<file path="config.mk">
export PLATFORM = sky130hd
export DESIGN_NAME = flha_ctrl
export DESIGN_NICKNAME = d
export VERILOG_FILES = /design/src/free_list_heap_allocator_top_assert.svh /design/src/flha_pkg.sv /design/src/flha_ctrl.sv
export SDC_FILE = /design/constraint.sdc
export NUM_CORES = 1
export LEC_CHECK = 0
export BUFFER_PORTS_ARGS = -buffer_cell sky130_fd_sc_hd__buf_4
export CAP_MARGIN = 10
export CORE_MARGIN = 4
export CORE_UTILIZATION = 50
export CTS_CLUSTER_DIAMETER = 80
export CTS_CLUSTER_SIZE = 14
export DETAILED_ROUTE_END_ITERATION = 6
export GPL_ROUTABILITY_DRIVEN = 0
export PLACE_DENSITY = 0.78
export SETUP_SLACK_MARGIN = 0.2
export SYNTH_ARGS = -nofsm -noshare
export SYNTH_HDL_FRONTEND = slang
export SYNTH_SLANG_ARGS = --single-unit
</file>
<file path="constraint.sdc">
create_clock -name clk -period 1.8 [get_ports clk]
set_clock_uncertainty 0.1 [all_clocks]
set_input_delay 0.36 -clock clk [delete_from_list [all_inputs] [get_ports clk]]
set_output_delay 0.36 -clock clk [all_outputs]
set_load 0.05 [all_outputs]
</file>
<file path="src/free_list_heap_allocator_top_assert.svh">
// Assertion macros used by the allocator datapath.
`ifndef FREE_LIST_HEAP_ALLOCATOR_TOP_ASSERT_SVH
`define FREE_LIST_HEAP_ALLOCATOR_TOP_ASSERT_SVH

// Same-cycle implication, checked out of reset.
`define FLHA_AST_IMPL(name, ante, cons) \
  name: assert property (@(posedge clk) disable iff (!rst_n) (ante) |-> (cons)) \
    else $error("flha same-cycle check failed");

// Next-cycle implication, checked out of reset.
`define FLHA_AST_NEXT(name, ante, cons) \
  name: assert property (@(posedge clk) disable iff (!rst_n) (ante) |=> (cons)) \
    else $error("flha next-cycle check failed");

`endif

</file>
<file path="src/flha_pkg.sv">
package flha_pkg;

  localparam int HEAP_UNITS = 65536;
  localparam int ADDR_W     = 16;
  localparam int HEAP_DEPTH = 1 << ADDR_W;
  localparam int UNIT_SHIFT = 3;  // 8-byte units

  localparam logic [16:0] HEAP_LIMIT_RST   = 17'd65536;
  localparam logic [16:0] GROW_UNITS       = 17'd4096;
  localparam logic [16:0] TOP_CAP          =
    (HEAP_UNITS < 65535) ? 17'(HEAP_UNITS) : 17'd65535;
  localparam logic [18:0] ALLOC_WALK_MAX   = 19'd262144;
  localparam logic [16:0] RELEASE_WALK_MAX = 17'd65536;

  localparam logic [1:0] ST_ALLOC = 2'd0;
  localparam logic [1:0] ST_OOM   = 2'd1;
  localparam logic [1:0] ST_REL   = 2'd2;
  localparam logic [1:0] ST_IGN   = 2'd3;

  typedef struct packed {
    logic        kind;
    logic [18:0] request_bytes;
    logic [15:0] release_address;
  } flha_in_t;

  typedef struct packed {
    logic [1:0]  status;
    logic [15:0] block_address;
  } flha_out_t;

  typedef enum logic [4:0] {
    S_IDLE, S_DISPATCH,
    S_A_START, S_A_NEXT, S_A_CHK, S_A_EXACT, S_A_TAIL, S_A_REGROW,
    S_I_START, S_I_WALK, S_I_B, S_I_C, S_I_D, S_I_E, S_I_F,
    S_REL_OK, S_DONE
  } flha_state_t;

  typedef enum logic [4:0] {
    OP_NONE, OP_LOAD, OP_INIT,
    OP_RD_ROVER, OP_RD_ROVER_STEP, OP_TAKE_NEXT, OP_ADV,
    OP_RD_PREV, OP_UNLINK, OP_SPLIT, OP_TAIL, OP_GROW,
    OP_I_START, OP_I_ADV, OP_I_RDBP, OP_I_RDN, OP_I_WBP,
    OP_RD_BP, OP_I_RDP, OP_I_WP,
    OP_RES_OOM, OP_RES_IGN, OP_RES_REL, OP_PUSH
  } flha_op_t;

  typedef struct packed {
    logic kind_rel;
    logic rel_skip;
    logic fit;
    logic exact;
    logic p_is_rover;
    logic grow_ok;
    logic alloc_last;
    logic ins_stop;
    logic ins_last;
    logic out_free;
  } flha_stat_t;

endpackage

</file>
<file path="src/flha_ctrl.sv">
module flha_ctrl import flha_pkg::*; (
  input  logic       clk,
  input  logic       rst_n,
  input  logic       in_valid,
  output logic       in_stall,
  input  flha_stat_t stat,
  output flha_op_t   op
);

  flha_state_t state_r, state_nxt;

  always_ff @(posedge clk) begin
    if (!rst_n) begin
      state_r <= S_IDLE;
    end else begin
      state_r <= state_nxt;
    end
  end

  // next state
  always_comb begin
    state_nxt = state_r;
    unique case (state_r)
      S_IDLE:     if (in_valid) state_nxt = S_DISPATCH;
      S_DISPATCH: begin
        if (!stat.kind_rel) state_nxt = S_A_START;
        else if (stat.rel_skip) state_nxt = S_DONE;
        else state_nxt = S_I_START;
      end
      S_A_START:  state_nxt = S_A_NEXT;
      S_A_REGROW: state_nxt = stat.alloc_last ? S_DONE : S_A_NEXT;
      S_A_NEXT:   state_nxt = S_A_CHK;
      S_A_CHK: begin
        priority if (stat.fit) state_nxt = stat.exact ? S_A_EXACT : S_A_TAIL;
        else if (stat.p_is_rover) state_nxt = stat.grow_ok ? S_I_START : S_DONE;
        else state_nxt = stat.alloc_last ? S_DONE : S_A_CHK;
      end
      S_A_EXACT:  state_nxt = S_DONE;
      S_A_TAIL:   state_nxt = S_DONE;
      S_I_START:  state_nxt = S_I_WALK;
      S_I_WALK: begin
        priority if (stat.ins_stop) state_nxt = S_I_B;
        else if (stat.ins_last) state_nxt = stat.kind_rel ? S_DONE : S_A_REGROW;
        else state_nxt = S_I_WALK;
      end
      S_I_B:      state_nxt = S_I_C;
      S_I_C:      state_nxt = S_I_D;
      S_I_D:      state_nxt = S_I_E;
      S_I_E:      state_nxt = S_I_F;
      S_I_F:      state_nxt = stat.kind_rel ? S_REL_OK : S_A_REGROW;
      S_REL_OK:   state_nxt = S_DONE;
      S_DONE:     if (stat.out_free) state_nxt = S_IDLE;
      default:    state_nxt = S_IDLE;
    endcase
  end

  // outputs
  always_comb begin
    op       = OP_NONE;
    in_stall = (state_r != S_IDLE);
    unique case (state_r)
      S_IDLE:     if (in_valid) op = OP_LOAD;
      S_DISPATCH: begin
        if (!stat.kind_rel) op = OP_INIT;
        else if (stat.rel_skip) op = OP_RES_IGN;
        else op = OP_I_START;
      end
      S_A_START:  op = OP_RD_ROVER;
      S_A_REGROW: op = stat.alloc_last ? OP_RES_OOM : OP_RD_ROVER_STEP;
      S_A_NEXT:   op = OP_TAKE_NEXT;
      S_A_CHK: begin
        priority if (stat.fit) op = stat.exact ? OP_RD_PREV : OP_SPLIT;
        else if (stat.p_is_rover) op = stat.grow_ok ? OP_GROW : OP_RES_OOM;
        else op = stat.alloc_last ? OP_RES_OOM : OP_ADV;
      end
      S_A_EXACT:  op = OP_UNLINK;
      S_A_TAIL:   op = OP_TAIL;
      S_I_START:  op = OP_I_START;
      S_I_WALK: begin
        priority if (stat.ins_stop) op = OP_I_RDBP;
        else if (stat.ins_last) op = stat.kind_rel ? OP_RES_IGN : OP_NONE;
        else op = OP_I_ADV;
      end
      S_I_B:      op = OP_I_RDN;
      S_I_C:      op = OP_I_WBP;
      S_I_D:      op = OP_RD_BP;
      S_I_E:      op = OP_I_RDP;
      S_I_F:      op = OP_I_WP;
      S_REL_OK:   op = OP_RES_REL;
      S_DONE:     if (stat.out_free) op = OP_PUSH;
      default:    op = OP_NONE;
    endcase
  end

endmodule

</file>
==> load_flow_metrics.sql, run 1 <==
INSERT INTO impl_metrics (metric_group, metric, value, unit) VALUES
('outcome', 'outcome', 'did not finish', ''),
('outcome', 'failing_step', '4_1_cts', ''),
('outcome', 'error_line', '[ERROR DPL-0033] detailed placement checks failed during check placement.', ''),
('logic_synthesis', 'synth-edff-count', '0', ''),
('floorplan', 'io_pins', '19', ''),
('cts', 'cts_num_sinks', '5', ''),
('logic_synthesis', 'yosys_warnings', '0', ''),
('floorplan', 'start_util', '55.2', '%'),
('logic_synthesis', 'synth_fp_nets', '125', ''),
('logic_synthesis', 'netlist-cell-type-count', '44', ''),
('cts', 'setup_fix_bufs_post_cts', '4', ''),
('cts', 'clock_tree.htree_level_count', '1', ''),
('cts', 'holdBufCountCts', '0', ''),
('logic_synthesis', 'synth_flop_cell', 'sky130_fd_sc_hd__dfxtp_1', ''),
('logic_synthesis', 'synthArstFlopShare', '0', '%'),
('place', 'numPlacedInstances', '172', ''),
('logic_synthesis', 'ys_top_cells_by_count', 'sky130_fd_sc_hd__nand2b_1, sky130_fd_sc_hd__a21oi_1, sky130_fd_sc_hd__nor2_1, sky130_fd_sc_hd__nand2_1, sky130_fd_sc_hd__inv_1', ''),
('cts', 'cts-buffers-inserted', '3', ''),
('cts', 'clockBufferDepth', '2', ''),
('cts', 'root_buffer', 'sky130_fd_sc_hd__clkbuf_4', ''),
('logic_synthesis', 'synth_top_area_share', '13.3', '%'),
('place', 'detailed_place.area', '0.00118', 'mm²'),
('logic_synthesis', 'post_synth_top_area_cell', 'sky130_fd_sc_hd__dfxtp_1', ''),
('place', 'hpwl', '2290', 'µm'),
('logic_synthesis', 'netlist_area', '754', 'µm²'),
('floorplan', 'chipWidth', '46.8', 'µm'),
('logic_synthesis', 'synth.avg_cell_area', '6.74', 'µm²'),
('logic_synthesis', 'yosys-top-cells-area', 'sky130_fd_sc_hd__dfxtp_1, sky130_fd_sc_hd__nand2b_1, sky130_fd_sc_hd__a21oi_1', ''),
('logic_synthesis', 'synth_most_common_cell', 'sky130_fd_sc_hd__nand2b_1', ''),
('logic_synthesis', 'synthesized_netlist_cell_count', '112', ''),
('place', 'port_buffers', '18', ''),
('floorplan', 'floorplan.rows', '13', ''),
('logic_synthesis', 'synth_seq_area_share', '13.3', '%'),
('cts', 'post_cts_resize_count', '30', ''),
('logic_synthesis', 'flip_flop_and_latch_count_after_synthesis', '5', ''),
('floorplan', 'fp.dieH', '46.8', 'µm');
-- per-stage QoR --
step | worst slack (ns) | utilization (%)
floorplan | -0.301 | -
global placement | -0.246 | 86.5
detailed placement | -0.309 | 86.5
-- cell families after synthesis --
group                     after synthesis  synth area share [%]
xor gates and xnor gates                1                  1.16
buffers and inverters                  14                  9.29
DFF                                     5                  13.3
and+or+nand+nor                        56                  43.5
AOI/OAI and AO/OA                      36                  32.8
==> run 2, diff against run 1 <==
--- a/config.mk
+++ b/config.mk
@@ -7,14 +7,11 @@
 export LEC_CHECK = 0
 export BUFFER_PORTS_ARGS = -buffer_cell sky130_fd_sc_hd__buf_4
 export CAP_MARGIN = 10
-export CORE_MARGIN = 4
-export CORE_UTILIZATION = 50
-export CTS_CLUSTER_DIAMETER = 80
-export CTS_CLUSTER_SIZE = 14
+export CORE_AREA = 4 4 65 67
 export DETAILED_ROUTE_END_ITERATION = 6
+export DIE_AREA = 0 0 69 71
 export GPL_ROUTABILITY_DRIVEN = 0
-export PLACE_DENSITY = 0.78
-export SETUP_SLACK_MARGIN = 0.2
+export PLACE_DENSITY_LB_ADDON = 0.15
 export SYNTH_ARGS = -nofsm -noshare
 export SYNTH_HDL_FRONTEND = slang
 export SYNTH_SLANG_ARGS = --single-unit
==> load_flow_metrics.sql, run 2 <==
INSERT INTO impl_metrics (metric_group, metric, value, unit) VALUES
('flow_run', 'drv.max_cap_violation_count', '0', ''),
('timing', 'tightestPinTransition', '0.416', 'ns'),
('grt', 'grt_max_degree', '13', ''),
('timing', 'worst_hold_slack', '0.278', 'ns'),
('cells_and_area', 'layout.cells.most_common', 'sky130_fd_sc_hd__buf_4', ''),
('worst_setup_path', 'startpoint', 'state_r[1]', ''),
('grt', 'first_global_vias', '1076', ''),
('timing', 'setup-violations-final', '7', ''),
('worst_setup_path', 'start_kind', 'flop', ''),
('cells_and_area', 'footprint_of_the_multi_input_gates', '722', 'µm²'),
('timing', 'timing_max_transition_violations_final', '0', ''),
('logic_synthesis', 'post_synth_top_area_cell', 'sky130_fd_sc_hd__dfxtp_1', ''),
('timing', 'final_min_period_over_clock_period', '121', '%'),
('grt', 'antenna_found_initial', '0', ''),
('cts', 'clk_latency', '0.22', 'ns'),
('cells_and_area', 'layout_common_cells', 'sky130_fd_sc_hd__buf_4, sky130_fd_sc_hd__nor2_1, sky130_fd_sc_hd__nand2b_1, sky130_fd_sc_hd__a21oi_1', ''),
('grt', 'first_pass_grt_wire_length', '5360', 'µm'),
('worst_setup_path', 'worst-path-buf-inv', '2', ''),
('cts', 'holdBufCountCts', '0', ''),
('route', 'top_layer_used', 'met4', ''),
('floorplan', 'fp.dieH', '71', 'µm'),
('pwr', 'power_density', '760', 'mW/mm²'),
('cells_and_area', 'largest_register_ff_count', '5', ''),
('worst_setup_path', 'setup.worst_path.class', 'flop to primary output', ''),
('cells_and_area', 'finalInstanceArea', '0.00147', 'mm²'),
('pwr', 'leak_pwr', '0.599', 'nW'),
('timing', 'layout_setup_ws', '-0.374', 'ns'),
('cells_and_area', 'area_growth', '94.9', '%'),
('grt', 'globalRouteOverflowTotal', '0', ''),
('cts', 'clk_pin_slew_worst_paths', '0.03', 'ns'),
('logic_synthesis', 'yosys_warnings', '0', ''),
('logic_synthesis', 'synth_seq_area_share', '13.3', '%'),
('route', 'met2WireLength', '1610', 'µm'),
('floorplan', 'core-area', '0.00363', 'mm²'),
('cells_and_area', 'design.final.nets', '180', ''),
('cells_and_area', 'filler_cell_count', '388', ''),
('worst_setup_path', 'crit_path_end', 'op[2]', ''),
('cts', 'cts_num_sinks', '5', ''),
('cells_and_area', 'final_layout_size_suffix_gt1_share', '54.2', '%'),
('pwr', 'vdd_drop_max', '0.251', 'mV'),
('worst_hold_path', 'hold_class', 'input pin to flop', ''),
('route', 'routedWlPerCell', '15.1', 'µm'),
('logic_synthesis', 'ys_top_cells_by_count', 'sky130_fd_sc_hd__nand2b_1, sky130_fd_sc_hd__a21oi_1, sky130_fd_sc_hd__nor2_1, sky130_fd_sc_hd__nand2_1, sky130_fd_sc_hd__inv_1', ''),
('worst_setup_path', 'slowest_stage', 'sky130_fd_sc_hd__or3_4', ''),
('timing', 'report.final.hold_viol_count', '0', ''),
('worst_setup_path', 'ff2ff_path_depth', '6', ''),
('cts', 'root_buffer', 'sky130_fd_sc_hd__clkbuf_8', ''),
('worst_setup_path', 'cp_cell_sequence', 'or3_4 -> buf_6 -> nor2_4 -> o21a_1 -> a2111o_2 -> buf_8', ''),
('route', 'vias', '1078', ''),
('floorplan', 'floorplan.rows', '22', ''),
('cells_and_area', 'largest-register', 'state_r', ''),
('route', 'vias_per_cell', '5.04', ''),
('worst_setup_path', 'worst-path-stages', '6', ''),
('worst_setup_path', 'worstPathMaxFanout', '5', ''),
('logic_synthesis', 'synthArstFlopShare', '0', '%'),
('outcome', 'violations', 'setup timing', ''),
('timing', 'layout_min_cycle_time', '2.17', 'ns'),
('floorplan', 'floorplan.die_area', '0.00490', 'mm²'),
('logic_synthesis', 'flip_flop_and_latch_count_after_synthesis', '5', ''),
('cells_and_area', 'largestRegisters', 'state_r x5', ''),
('route', 'met3_wirelength', '178', 'µm'),
('route', 'wirelength_met1', '1400', 'µm'),
('worst_setup_path', 'worst_path_required_time', '1.34', 'ns'),
('timing', 'grt_setup_unrepaired', 'yes', ''),
('grt', 'grt_util_all_layers', '13.6', '%'),
('worst_setup_path', 'reg2reg_setup_slack', '-0.01', 'ns'),
('timing', 'maxSlewHeadroom', '71.9', '%'),
('place', 'detailed_place.area', '0.00123', 'mm²'),
('cts', 'cts-buffers-inserted', '3', ''),
('place', 'numPlacedInstances', '209', ''),
('logic_synthesis', 'synth_top_area_share', '13.3', '%'),
('cts', 'cts_tree', 'done', ''),
('logic_synthesis', 'synth-edff-count', '0', ''),
('floorplan', 'io_pins', '19', ''),
('cells_and_area', 'regArea', '116', 'µm²'),
('worst_setup_path', 'worstPathArrival', '1.71', 'ns'),
('logic_synthesis', 'synth_most_common_cell', 'sky130_fd_sc_hd__nand2b_1', ''),
('worst_setup_path', 'critical_path.reg2reg.endpoint', 'state_r[0]', ''),
('logic_synthesis', 'synth_flop_cell', 'sky130_fd_sc_hd__dfxtp_1', ''),
('worst_setup_path', 'r2r-start', 'state_r[1]', ''),
('floorplan', 'start_util', '20.8', '%'),
('route', 'remaining_drc_errors', '0', ''),
('timing', 'timing.fmax', '460', 'MHz'),
('logic_synthesis', 'yosys-top-cells-area', 'sky130_fd_sc_hd__dfxtp_1, sky130_fd_sc_hd__nand2b_1, sky130_fd_sc_hd__a21oi_1', ''),
('worst_setup_path', 'cp-end-kind', 'primary output', ''),
('outcome', 'outcome', 'complete, but fails checks', ''),
('route', 'postRouteAntennaNets', '0', ''),
('place', 'hpwl', '2570', 'µm'),
('floorplan', 'chipWidth', '69', 'µm'),
('route', 'drtPass1Iterations', '4', ''),
('worst_setup_path', 'slowest_delay', '0.44', 'ns'),
('cells_and_area', 'final_cells', '214', ''),
('cts', 'clock_tree.htree_level_count', '1', ''),
('logic_synthesis', 'netlist-cell-type-count', '44', ''),
('route', 'drt_iter0_markers', '51', ''),
('route', 'finalWirelength', '3220', 'µm'),
('logic_synthesis', 'netlist_area', '754', 'µm²'),
('cts', 'clockBufferDepth', '2', ''),
('pwr', 'power_after_layout', '0.00112', 'W'),
('logic_synthesis', 'synth.avg_cell_area', '6.74', 'µm²'),
('logic_synthesis', 'synthesized_netlist_cell_count', '112', ''),
('logic_synthesis', 'synth_fp_nets', '125', ''),
('place', 'port_buffers', '18', ''),
('cells_and_area', 'num_antenna_cells', '0', ''),
('worst_setup_path', 'timing.critical_path.max_delay_family', 'simple AND/OR/NAND/NOR gates', '');
run 2: per-stage QoR:
step | setup slack [ns] | TNS [ns] | util, %
after floorplan | -0.301 | -0.495 | -
after global placement | -0.322 | -1.35 | 34.0
after detailed placement | -0.325 | -1.47 | 34.0
after CTS | -0.385 | -2.14 | 39.1
after global routing | -0.433 | -2.43 | 40.5
final | -0.374 | -2.14 | 40.5
run 2: timing repair:
item	4_1_cts	5_1_grt
setup endpoints to repair	7	8
resized for setup	33	9
buffers inserted	2	0
cloned	0	0
pin swaps	6	8
run 2: cells by family after synthesis:
family / Yosys count / synth area share, %
AO/OA/AOI/OAI: 36 / 32.8
flip-flops: 5 / 13.3
XOR/XNOR: 1 / 1.16
buffers and inverters: 14 / 9.29
AND/OR/NAND/NOR: 56 / 43.5
run 2: layout make-up:
type / instances / share of cell area, %
Inverter: 6 / 1.53
Sequential cell: 5 / 7.91
Clock buffer: 4 / 3.06
Timing Repair Buffer: 58 / 34.3
Tap cell: 48 / 4.09
Multi-Input combinational cell: 93 / 49.1
run 2: worst min-delay path by stage:
stage                             to        from  slack, ns  depth (start not counted)
final                     state_r[1]       rst_n       0.28                          2
after global routing      state_r[1]       rst_n       0.30                          2
after CTS                 state_r[1]       rst_n       0.28                          2
after detailed placement  state_r[2]  state_r[2]       0.45                          2
after global placement    state_r[2]  state_r[2]       0.47                          2
after floorplan           state_r[1]       rst_n       0.39                          1
run 2: where the power goes:
group	switching [W]	total (W)	internal, W	leakage [nW]
logic	0.000393	0.000754	0.000360	0.532
registers	0.0000269	0.000154	0.000127	0.0441
clock network	0.0000580	0.000210	0.000152	0.0228
total	0.000478	0.00112	0.000639	0.599
run 2: routing by layer:
layer | up-vias | global-route usage (%)
li1 | 531 | -
met1 | 500 | 18.0
met2 | 43 | 21.8
met3 | 4 | 2.70
met4 | 0 | 4.99
met5 | - | 0
Power figures use the tool's default switching activity.
